File: src/design/egw_pkg.sv
// ---------------------------------------------------------------------------
// egw_pkg
// shared types and codes for the exp-golomb bit writer
// ---------------------------------------------------------------------------
package egw_pkg;

    localparam int VALUE_WIDTH = 32;
    localparam int PAT_W       = 64;

    typedef logic [2:0]         kind_t;
    typedef logic [30:0]        value_t;
    typedef logic signed [30:0] svalue_t;
    typedef logic [5:0]         count_t;
    typedef logic [7:0]         byte_t;

    localparam kind_t KIND_RAW   = 3'd0;
    localparam kind_t KIND_UE    = 3'd1;
    localparam kind_t KIND_SE    = 3'd2;
    localparam kind_t KIND_FLUSH = 3'd3;
    localparam kind_t KIND_CLEAR = 3'd4;

endpackage

File: src/design/egw_in_if.sv
// ---------------------------------------------------------------------------
// egw_in_if
// valid/ready channel carrying one syntax element to the bit writer
// ---------------------------------------------------------------------------
interface egw_in_if;
    import egw_pkg::*;

    logic    valid;
    logic    ready;
    kind_t   kind;
    value_t  value;
    svalue_t signed_value;
    count_t  bit_count;

    modport source (output valid, output kind, output value, output signed_value,
                    output bit_count, input ready);
    modport sink   (input valid, input kind, input value, input signed_value,
                    input bit_count, output ready);
endinterface

File: src/design/egw_out_if.sv
// ---------------------------------------------------------------------------
// egw_out_if
// valid/ready channel carrying one completed stream byte
// ---------------------------------------------------------------------------
interface egw_out_if;
    import egw_pkg::*;

    logic  valid;
    logic  ready;
    byte_t out_byte;
    logic  last;

    modport source (output valid, output out_byte, output last, input ready);
    modport sink   (input valid, input out_byte, input last, output ready);
endinterface

File: src/design/exp_golomb_bit_writer_core.sv
// ---------------------------------------------------------------------------
// exp_golomb_bit_writer_core
// packs raw bits and ue/se exp-golomb codes msb first into stream bytes
// ---------------------------------------------------------------------------
// One element is taken at a time; the block is ready again once the element's
// last bit is packed. Once accepted, a ue or se element runs a binary search
// for the leading one over shifts of 16, 8, 4, 2 and 1 bits, and every element
// with bits is packed in chunks into the partial byte: a chunk fills the
// partial byte or ends the code. A single 64-bit right shifter does both the
// search and the chunk extraction. A full byte waits in the output register;
// packing stalls only when a chunk would complete a byte while that register
// still holds a byte the sink has not taken. A clear item empties the partial
// byte when accepted and emits no byte.
module exp_golomb_bit_writer_core
(
    input  logic             clk,
    input  logic             rst_n,
    egw_in_if.sink           item,
    egw_out_if.source        result
);
    import egw_pkg::*;

    localparam logic [1:0] ST_IDLE = 2'd0;
    localparam logic [1:0] ST_FIND = 2'd1;
    localparam logic [1:0] ST_PACK = 2'd2;

    logic [1:0]       state_reg,  state_next;
    logic [2:0]       step_reg,   step_next;
    logic [4:0]       lz_reg,     lz_next;
    logic [31:0]      norm_reg,   norm_next;
    logic [PAT_W-1:0] pat_reg,    pat_next;
    logic [5:0]       rem_reg,    rem_next;
    logic [6:0]       pbits_reg,  pbits_next;
    logic [2:0]       pcount_reg, pcount_next;
    logic             ovalid_reg, ovalid_next;
    byte_t            obyte_reg,  obyte_next;
    logic             olast_reg,  olast_next;

    // shared shifter
    logic [PAT_W-1:0] sh_in;
    logic [5:0]       sh_amt;
    logic [PAT_W-1:0] sh_out;

    logic [5:0]  find_amt;
    logic        find_hit;
    logic [3:0]  free_bits;
    logic [3:0]  take;
    logic [5:0]  rem_after;
    logic [7:0]  take_mask;
    logic [7:0]  merged;
    logic [3:0]  fill;
    logic        byte_full;
    logic        out_free;
    logic        byte_load;
    logic [5:0]  raw_count;
    logic [29:0] se_abs;
    logic        se_nonpos;

    assign sh_out = sh_in >> sh_amt;

    assign find_amt  = 6'd16 >> step_reg;
    assign find_hit  = sh_out[31:0] != 32'd0;

    assign free_bits = 4'd8 - {1'b0, pcount_reg};
    assign take      = (rem_reg < {2'b00, free_bits}) ? rem_reg[3:0] : free_bits;
    assign rem_after = rem_reg - {2'b00, take};
    assign take_mask = 8'hFF >> (4'd8 - take);
    assign merged    = (8'({1'b0, pbits_reg}) << take) | (sh_out[7:0] & take_mask);
    assign fill      = {1'b0, pcount_reg} + take;
    assign byte_full = fill == 4'd8;
    assign out_free  = !ovalid_reg || result.ready;
    assign byte_load = (state_reg == ST_PACK) && byte_full && out_free;

    assign raw_count = (item.bit_count > 6'(VALUE_WIDTH)) ? 6'(VALUE_WIDTH) : item.bit_count;

    // clamp the most negative value, then magnitude
    always_comb
    begin
        if (item.signed_value == 31'sh4000_0000)
        begin
            se_abs = 30'h3FFF_FFFF;
        end
        else if (item.signed_value[30])
        begin
            se_abs = 30'(-item.signed_value);
        end
        else
        begin
            se_abs = item.signed_value[29:0];
        end
    end
    assign se_nonpos = item.signed_value[30] || (item.signed_value == 31'sd0);

    always_comb
    begin
        if (state_reg == ST_FIND)
        begin
            sh_in  = {32'd0, norm_reg};
            sh_amt = find_amt;
        end
        else
        begin
            sh_in  = pat_reg;
            sh_amt = rem_after;
        end
    end

    always_comb
    begin
        state_next  = state_reg;
        step_next   = step_reg;
        lz_next     = lz_reg;
        norm_next   = norm_reg;
        pat_next    = pat_reg;
        rem_next    = rem_reg;
        pbits_next  = pbits_reg;
        pcount_next = pcount_reg;
        ovalid_next = ovalid_reg && !result.ready;
        obyte_next  = obyte_reg;
        olast_next  = olast_reg;

        case (state_reg)
            ST_IDLE:
            begin
                if (item.valid)
                begin
                    step_next = 3'd0;
                    lz_next   = 5'd0;
                    case (item.kind)
                        KIND_RAW:
                        begin
                            pat_next = {33'd0, item.value};
                            rem_next = raw_count;
                            if (raw_count != 6'd0)
                            begin
                                state_next = ST_PACK;
                            end
                        end
                        KIND_UE:
                        begin
                            norm_next  = {1'b0, item.value} + 32'd1;
                            pat_next   = {32'd0, norm_next};
                            state_next = ST_FIND;
                        end
                        KIND_SE:
                        begin
                            norm_next  = {1'b0, se_abs, se_nonpos};
                            pat_next   = {32'd0, norm_next};
                            state_next = ST_FIND;
                        end
                        KIND_FLUSH:
                        begin
                            pat_next   = {56'd0, 8'h80 >> pcount_reg};
                            rem_next   = {2'b00, free_bits};
                            state_next = ST_PACK;
                        end
                        default:
                        begin
                            pbits_next  = 7'd0;
                            pcount_next = 3'd0;
                        end
                    endcase
                end
            end
            ST_FIND:
            begin
                if (find_hit)
                begin
                    norm_next = sh_out[31:0];
                    lz_next   = lz_reg + find_amt[4:0];
                end
                step_next = step_reg + 3'd1;
                if (step_reg == 3'd4)
                begin
                    rem_next   = {lz_next, 1'b1};
                    state_next = ST_PACK;
                end
            end
            ST_PACK:
            begin
                if (!byte_full || out_free)
                begin
                    rem_next = rem_after;
                    if (byte_full)
                    begin
                        ovalid_next = 1'b1;
                        obyte_next  = merged;
                        olast_next  = rem_after < 6'd8;
                        pbits_next  = 7'd0;
                        pcount_next = 3'd0;
                    end
                    else
                    begin
                        pbits_next  = merged[6:0];
                        pcount_next = fill[2:0];
                    end
                    if (rem_after == 6'd0)
                    begin
                        state_next = ST_IDLE;
                    end
                end
            end
            default:
            begin
                state_next = ST_IDLE;
            end
        endcase
    end

    always_ff @(posedge clk or negedge rst_n)
    begin
        if (!rst_n)
        begin
            state_reg  <= ST_IDLE;
            step_reg   <= 3'd0;
            pbits_reg  <= 7'd0;
            pcount_reg <= 3'd0;
            ovalid_reg <= 1'b0;
        end
        else
        begin
            state_reg  <= state_next;
            step_reg   <= step_next;
            pbits_reg  <= pbits_next;
            pcount_reg <= pcount_next;
            ovalid_reg <= ovalid_next;
        end
    end

    always_ff @(posedge clk)
    begin
        lz_reg    <= lz_next;
        norm_reg  <= norm_next;
        pat_reg   <= pat_next;
        rem_reg   <= rem_next;
        obyte_reg <= obyte_next;
        olast_reg <= olast_next;
    end

    assign item.ready      = state_reg == ST_IDLE;
    assign result.valid    = ovalid_reg;
    assign result.out_byte = obyte_reg;
    assign result.last     = olast_reg;

    // checks
    a_pack_has_bits: assert property (@(posedge clk) disable iff (!rst_n)
        state_reg == ST_PACK |-> rem_reg != 6'd0)
        else $error("pack state entered with no bits left");

    a_find_steps: assert property (@(posedge clk) disable iff (!rst_n)
        state_reg == ST_FIND |-> step_reg <= 3'd4)
        else $error("leading one search ran past its last step");

    a_find_nonzero: assert property (@(posedge clk) disable iff (!rst_n)
        state_reg == ST_FIND |-> norm_reg != 32'd0)
        else $error("leading one search on a zero word");

    a_byte_clears: assert property (@(posedge clk) disable iff (!rst_n)
        byte_load |=> pcount_reg == 3'd0 && ovalid_reg)
        else $error("completed byte did not empty the partial byte");

endmodule
File: src/flat_wrapper.sv
// flat-port wrapper written by rule: the top's interface ports become plain ports
module exp_golomb_bit_writer_core_flat import egw_pkg::*;
  (clk, rst_n, item_valid, item_kind, item_value, item_signed_value, item_bit_count, item_ready, result_valid, result_out_byte, result_last, result_ready);
  egw_in_if item_i ();
  egw_out_if result_i ();
  input  logic clk;
  input  logic rst_n;
  input wire logic [$bits(item_i.valid)-1:0] item_valid;
  input wire logic [$bits(item_i.kind)-1:0] item_kind;
  input wire logic [$bits(item_i.value)-1:0] item_value;
  input wire logic [$bits(item_i.signed_value)-1:0] item_signed_value;
  input wire logic [$bits(item_i.bit_count)-1:0] item_bit_count;
  output wire logic [$bits(item_i.ready)-1:0] item_ready;
  output wire logic [$bits(result_i.valid)-1:0] result_valid;
  output wire logic [$bits(result_i.out_byte)-1:0] result_out_byte;
  output wire logic [$bits(result_i.last)-1:0] result_last;
  input wire logic [$bits(result_i.ready)-1:0] result_ready;
  assign item_i.valid = item_valid;
  assign item_i.kind = item_kind;
  assign item_i.value = item_value;
  assign item_i.signed_value = item_signed_value;
  assign item_i.bit_count = item_bit_count;
  assign item_ready = item_i.ready;
  assign result_valid = result_i.valid;
  assign result_out_byte = result_i.out_byte;
  assign result_last = result_i.last;
  assign result_i.ready = result_ready;
  exp_golomb_bit_writer_core u_core (.clk(clk), .rst_n(rst_n), .item(item_i), .result(result_i));
endmodule
File: config.mk
export PLATFORM = sky130hd
export DESIGN_NAME = exp_golomb_bit_writer_core_flat
export DESIGN_NICKNAME = d
export VERILOG_FILES = /design/src/design/egw_pkg.sv /design/src/design/egw_in_if.sv /design/src/design/egw_out_if.sv /design/src/design/exp_golomb_bit_writer_core.sv /design/src/flat_wrapper.sv
export SDC_FILE = /design/constraint.sdc
export NUM_CORES = 1
export LEC_CHECK = 0
export BUFFER_PORTS_ARGS = -buffer_cell sky130_fd_sc_hd__buf_2
export CORE_UTILIZATION = 57
export DETAILED_ROUTE_END_ITERATION = 6
export PLACE_DENSITY = 0.83
export SETUP_SLACK_MARGIN = 0.4
export SLEW_MARGIN = 25
export SYNTH_ARGS = -nofsm -noshare
export SYNTH_HDL_FRONTEND = slang
export SYNTH_SLANG_ARGS = --single-unit
File: constraint.sdc
create_clock -name clk -period 9.31 [get_ports clk]
set_input_delay 1.862 -clock clk [delete_from_list [all_inputs] [get_ports clk]]
set_output_delay 1.862 -clock clk [all_outputs]
set_load 0.005 [all_outputs]
==> impl_results.md, run 1 <==
* Overflow after GRT at 0
* Fillers at 1597
* MaxCap Viol Count at 0
* Status: completed
* Dpl hpwl at a little under 30000 um
* Worst Path Arrival at between 7 and 8 ns
* Core Box Area at roughly 0.019 sq mm
* GR Util All Layers at between 30% and 40%
* Routed len/inst at 23.5 um
* Mapped cell area at approximately 0.011 sq mm
* Cts hold-fix bufs at 0
* Clk sinks at 100
* First-pass GRT wire length at approximately 60000 um
* IO Count at 86
* WP buf/inv at 7
* Min cycle time layout at between 7 and 8 ns
* Setup TNS at 0 ns
* Worst setup EP type: flop
* Final Core Density at between 60% and 70%
* Final Hold Viols at 0
* Post-CTS setup buffer count at 0
* Vias in the first global route at between 10k and 15k
* Slowest stage cell, crit path: or4_4
* Row cnt at 50
* WS Path Type: reg2reg
* Fin crit share at a little over four fifths
* Setup violators final at 0
* Initial DRC count at about 1.7k
* Post-synth EDFFs at 84
* Root buf cell: clkbuf_16
* Area Overhead vs Synth at 7.32%
* Worst slew margin at 33.0%
* Nets at approximately 1.5k
* Clock Skew at roughly 0.013 ns
* Clock buffer count from CTS at 9
* Cells after Synth at ~1.4k
* RSZ-0062 raised after global routing: false
* Horiz. Die Dim at 140 um
* Register area share after synthesis at between 20% and 30%
* Clock transition at the registers of the reported paths at around 0.080 ns
* Clock Path Buffers at 2
* WL final at ~38000 um
* Crit-path max FO at 32
* Req. time, crit path at 9.39 ns
* Post-DRT Antenna Nets at 0
* Layout cells sized above 1 at around an eighth
* Worst Max-Slew Pin Slew at between 0.9 and 1 ns
* Initial Util at between 50% and 60%
* N_diodes at 0
* Kind of start point of the critical path: flop
* Post-CTS resize count at 0
* Syn_nets at 1466
* Synth warn at 0
* Largest net degree at the start of global routing at 62
* Post-synthesis register bit count at 100
* RePlAce Congestion at slightly above 1
* FMAX at about 130 MHz
* Main synth FF type: edfxtp_1
* Slew Limit Fails at 0
* Residual DRC at 0
* Sequential cell area at between 0.002 and 0.003 sq mm
* CP max stage delay at approximately 0.62 ns
* Netlist cell types at 85
* Vias after detailed routing at approximately 11k
* Initial antenna violation count at 0
* Die height at ~140 um
* Async SR Flop Fraction at around 16%
* Htree depth at 3
* Multi-input logic area at approximately 0.0075 sq mm
* DR pass1 iterations at 6
* Critical path's top delay family: simple AND/OR/NAND/NOR gates
* Die Area at 0.0196 sq mm
* Via-per-instance ratio at just over 7
* Number of buffers added on ports at 85
* Worst-skew pair later-pin latency at approximately 0.37 ns
* Syn_area_per_cell at around 8.0 sq um
* Hold crit path type: reg2reg
* TritonCTS clock tree: yes
-- through the flow --
stage	hold slack, ns	std cells	area (sq um)	worst slack [ns]
after floorplan	0.490	1357	10900	1.78
after global placement	0.521	1602	11400	2.04
after detailed placement	0.524	1602	11400	1.80
after CTS	0.546	1618	11700	1.74
after global routing	0.574	1618	11700	1.03
final	0.543	1618	11700	1.52
-- final timing paths --
path	from	end	slack, ns	cells after the start
setup / recovery	u_core.pcount_reg[0]$_DFFE_PN0P_	u_core.norm_reg[31]$_DFFE_PP_	1.52	26
max in group asynchronous	rst_n	u_core.state_reg[0]$_DFFE_PN0P_	7.62	1
setup reg to reg	u_core.pcount_reg[0]$_DFFE_PN0P_	u_core.norm_reg[31]$_DFFE_PP_	1.52	26
min in group asynchronous	rst_n	u_core.pcount_reg[0]$_DFFE_PN0P_	1.41	1
hold / removal	u_core.pbits_reg[4]$_DFFE_PN0P_	u_core.pbits_reg[4]$_DFFE_PN0P_	0.54	1
hold reg to reg	u_core.pbits_reg[4]$_DFFE_PN0P_	u_core.pbits_reg[4]$_DFFE_PN0P_	0.54	1
-- placed cells by master (no fill, tap or decap), types with 23 or more instances in the layout --
cell and count:
o221ai_1 26, mux2i_1 97, a211oi_1 23, a21oi_1 100, nor3_1 26, a31oi_1 24
nand3_1 40, buf_2 85, inv_1 33, o21ai_0 108, ha_1 32, nor2_1 109
xnor2_1 28, a22oi_1 24, nand2_1 174, edfxtp_1 84
-- cells by family (layout without fill, tap and decap cells) --
kind of cell	count (synthesis)	after routing	share of synthesized area (%)
buf+inv	131	158	4.82
compound gates	446	446	26.8
xor+xnor	42	42	3.62
flops	100	100	26.9
fa+ha+maj	35	35	4.07
mux	128	128	13.3
simple gates	475	475	20.6
-- routing by layer --
layer | track usage [%] | wire, um | vias up
li1 | - | - | 5185
met1 | 55.1 | 15400 | 5289
met2 | 57.2 | 16100 | 860
met3 | 8.34 | 4940 | 135
met4 | 16.0 | 1600 | 0
met5 | 0 | 0 | -
-- Yosys cell counts, drive strengths merged, types with 16 or more instances --
cell	instances	area share, %
nor2b	16	0.92
a21oi	104	4.9
mux2i	98	9.0
o211ai	23	1.7
buf	29	1.3
a211oi	23	1.6
ha	33	3.8
nand2	175	6.1
and3	21	1.2
o22ai	21	1.2
a22oi	24	1.7
a31oi	24	1.4
mux2	19	2.0
o221ai	26	2.1
clkbuf	64	2.2
edfxtp	84	23
nor3	27	1.2
nand3	41	1.9
xnor2	29	2.4
o21ai	116	5.3
nor2	109	3.8
inv	35	1.2
or3	22	1.3
dfrtp	16	3.7
-- worst reg2reg max path: cells and delay by family, from the launching register on --
family	cells	cell delay, ns
fa+ha+maj	4	1.50
mux	4	0.99
buf+inv	7	1.26
simple gates	6	1.90
compound gates	5	1.31
flops	1	0.50
-- layout make-up --
cell class              count  share of cell area (%)
well taps                 234                    2.51
multi-input cells        1126                    63.9
repair buffers            104                    4.87
inverters                  38                    1.22
flip-flops and latches    100                    25.0
clock buffers               9                    1.93
clock inverters             7                   0.493
Power of run 1 is not shown: default switching activity piles up to over one toggle a cycle in this logic, so the estimate is an artifact.
==> run 2, diff against run 1 <==
--- a/config.mk
+++ b/config.mk
@@ -5,10 +5,11 @@
 export SDC_FILE = /design/constraint.sdc
 export NUM_CORES = 1
 export LEC_CHECK = 0
+export ABC_AREA = 1
 export BUFFER_PORTS_ARGS = -buffer_cell sky130_fd_sc_hd__buf_2
-export CORE_UTILIZATION = 57
+export CORE_UTILIZATION = 56
 export DETAILED_ROUTE_END_ITERATION = 6
-export PLACE_DENSITY = 0.83
+export PLACE_DENSITY = 0.85
 export SETUP_SLACK_MARGIN = 0.4
 export SLEW_MARGIN = 25
 export SYNTH_ARGS = -nofsm -noshare
==> constraint.sdc (replaced) <==
create_clock -name clk -period 7.07 [get_ports clk]
set_input_delay 1.414 -clock clk [delete_from_list [all_inputs] [get_ports clk]]
set_output_delay 1.414 -clock clk [all_outputs]
set_load 0.005 [all_outputs]
==> impl_results.md, run 2 <==
* Status: completed
* FMAX at 168 MHz (+31%)
* Cells after Synth at 1497 (+10%)
* Synth warn at 0 (unchanged)
* Htree depth at 3 (unchanged)
* Most frequent cells in the layout: 498 x nand2_1, 143 x o21ai_0, 126 x inv_1, 122 x nand3_1, 97 x nor2_1
* Reg2reg end: u_core.norm_reg[17]$_DFFE_PP_
* Async SR Flop Fraction at 16.0% (unchanged)
* Vias after detailed routing at 10.6k (-7.2%)
* Area Overhead vs Synth at 7.41% (about the same)
* WP buf/inv at 7 (unchanged)
* R2R Setup Slk at 1.12 ns (-0.40 ns)
* Die height at 136 um (-2.7%)
* First-pass GRT wire length at 49900 um (-15%)
* Critical path launch point: u_core.pcount_reg[0]$_DFFE_PN0P_
* Grt peak-use layer: met2
* Dpl hpwl at 24900 um (-14%)
* Initial DRC count at 1386 (-20%)
* CP most frequent cell: nand2_1
* Worst slew margin at 33.5% (+0.53 points)
* Clock Skew at 0.0188 ns (+0.00543 ns)
* Post-synthesis register bit count at 100 (unchanged)
* Slew Limit Fails at 0 (unchanged)
* Routed len/inst at 17.8 um (-24%)
* Initial Util at 57.9% (-0.29 points)
* Main synth FF type: edfxtp_1
* TritonCTS clock tree: yes
* Register area share after synthesis at 28.9% (+2.0 points)
* Die Area at 0.0186 sq mm (-5.3%)
* Clock buffer count from CTS at 9 (unchanged)
* Met2 Use GR at 52.9% (-4.3 points)
* Hold crit path type: reg2reg
* Reg2reg start: u_core.pcount_reg[0]$_DFFE_PN0P_
* Post-CTS setup buffer count at 0 (unchanged)
* Top cells by count, synth: 498 x nand2_1, 143 x o21ai_0, 126 x inv_1, 122 x nand3_1, 99 x nor2_1
* Vias in the first global route at 9390 (-7.5%)
* RSZ-0062 raised after global routing: false
* Worst r2r path cells at 30 (+15%)
* Via-per-instance ratio at 6.01 (-15%)
* WP depth at 30 (+15%)
* Cts hold-fix bufs at 0 (unchanged)
* Cell with the most instances after synthesis: nand2_1
* Core Box Area at 0.0175 sq mm (-6.6%)
* Clock transition at the registers of the reported paths at 0.08 ns (about the same)
* Layout cells sized above 1 at 12.7% (-0.34 points)
* DR pass1 iterations at 7 (+1)
* Worst Max-Slew Pin Slew at 0.995 ns (-0.00433 ns)
* Horiz. Die Dim at 136 um (-2.7%)
* Worst-skew pair later-pin latency at 0.36 ns (about the same)
* IO Count at 86 (unchanged)
* GR Util All Layers at 35.1% (-3.7 points)
* Mapped cell area at 0.0101 sq mm (-7.0%)
* Initial antenna violation count at 0 (unchanged)
* Kind of start point of the critical path: flop
* M3 GR Usage at 5.93% (-2.4 points)
* MaxCap Viol Count at 0 (unchanged)
* Worst Hold Launch: u_core.result.valid$_DFF_PN0_
* Syn_nets at 1606 (+9.5%)
* Worst Path Arrival at 6.02 ns (-1.84 ns)
* Global Route met1 Usage at 51.2% (-3.9 points)
* Fillers at 1587 (-0.63%)
* CP max stage delay at 0.51 ns (-0.11 ns)
* Clk sinks at 100 (unchanged)
* Post-CTS resize count at 0 (unchanged)
* Leading area contributor after synthesis: edfxtp_1
* N_diodes at 0 (unchanged)
* Slowest stage cell, crit path: dfrtp_1
* RePlAce Congestion at 0.989 (-1.7%)
* Post-DRT Antenna Nets at 0 (unchanged)
* Fin crit share at 84.2% (+0.53 points)
* Top cell type's share of synthesized area at 24.9% (+1.8 points)
* CP Capture Point: u_core.norm_reg[17]$_DFFE_PP_
* Netlist cell types at 56 (-34%)
* Final Hold Viols at 0 (unchanged)
* WL final at 31600 um (-17%)
* Critical path's top delay family: simple AND/OR/NAND/NOR gates
* Largest net degree at the start of global routing at 47 (-24%)
* Min cycle time layout at 5.95 ns (-1.84 ns)
* WS Path Type: reg2reg
* Post-synth EDFFs at 84 (unchanged)
* Synth area leaders: edfxtp_1 25%, nand2_1 18%, o21ai_0 7.1%, nand3_1 6.0%, inv_1 4.7%
* Setup TNS at 0 ns (unchanged)
* Row cnt at 48 (-4.0%)
* Clock Path Buffers at 2 (unchanged)
* Residual DRC at 0 (unchanged)
* Nets at 1651 (+11%)
* Worst setup EP type: flop
* Crit-path max FO at 32 (unchanged)
* Most common cell after layout, fill and taps aside: nand2_1
* Root buf cell: clkbuf_16
* Number of buffers added on ports at 85 (unchanged)
* Setup violators final at 0 (unchanged)
* Overflow after GRT at 0 (unchanged)
* Syn_area_per_cell at 6.75 sq um (-16%)
* Req. time, crit path at 7.13 ns (-2.26 ns)
[run 2: cell types whose count changed in the layout (fill, tap and decap cells not counted), sizes merged, moves of 38 or more]
cell,before,now
nand3,41,142
mux2i,98,25
o21ai,116,154
inv,38,134
nand2,175,517
a21oi,104,32
[run 2: worst min-delay path by stage]
stage | end | cells after the start | slack, ns
final | u_core.result.valid$_DFF_PN0_ | 2 | 0.55
after global routing | u_core.step_reg[0]$_DFFE_PN0P_ | 1 | 0.59
after CTS | u_core.result.valid$_DFF_PN0_ | 2 | 0.56
after detailed placement | u_core.result.valid$_DFF_PN0_ | 2 | 0.54
after global placement | u_core.pbits_reg[2]$_DFFE_PN0P_ | 2 | 0.53
after floorplan | u_core.pbits_reg[2]$_DFFE_PN0P_ | 2 | 0.51
[run 2: per-stage QoR]
step	area, sq um	cells	hold slack (ns)	setup slack, ns	utilization (%)
3_5_place_dp	10600	1756	0.543	1.35	60.5
6_report	10900	1772	0.555	1.12	62.1
2_1_floorplan	10100	1497	0.509	1.59	-
5_1_grt	10900	1772	0.589	0.677	62.1
4_1_cts	10900	1772	0.557	1.26	62.1
3_3_place_gp	10600	1756	0.532	1.47	60.5
[run 2: worst reg2reg max path, delay by kind of cell, from the launching register on]
family	cells	cell delay, ns
buf+inv	7	1.12
fa+ha+maj	4	1.17
compound gates	4	0.92
flops	1	0.51
simple gates	15	1.94
[run 2: layer usage]
metal / vias to the layer above / part of all wire [%] / wire, um
met3: 70 / 11 / 3600
li1: 5095 / - / -
met2: 652 / 43 / 13600
met4: 0 / 2.4 / 753
met1: 4831 / 43 / 13600
met5: - / 0 / 0
[run 2: kinds of logic after synthesis]
group,share of synthesized area [%]
buffers and inverters,8.23
multiplexers,2.47
AND/OR/NAND/NOR,37.8
flip-flops,28.9
AO/OA/AOI/OAI,13.6
XOR/XNOR,4.76
adder cells (fa/ha/maj),4.28
[run 2: layout make-up]
type / instances / area (sq um) / area share, %
Clock buffer: 11 / 243 / 2.23
Inverter: 133 / 502 / 4.62
Sequential cell: 100 / 2920 / 26.9
Timing Repair Buffer: 95 / 500 / 4.61
Clock inverter: 5 / 42.5 / 0.392
Multi-Input combinational cell: 1203 / 6370 / 58.6
Tap cell: 225 / 282 / 2.59
Power of run 2 is left out for the same reason.
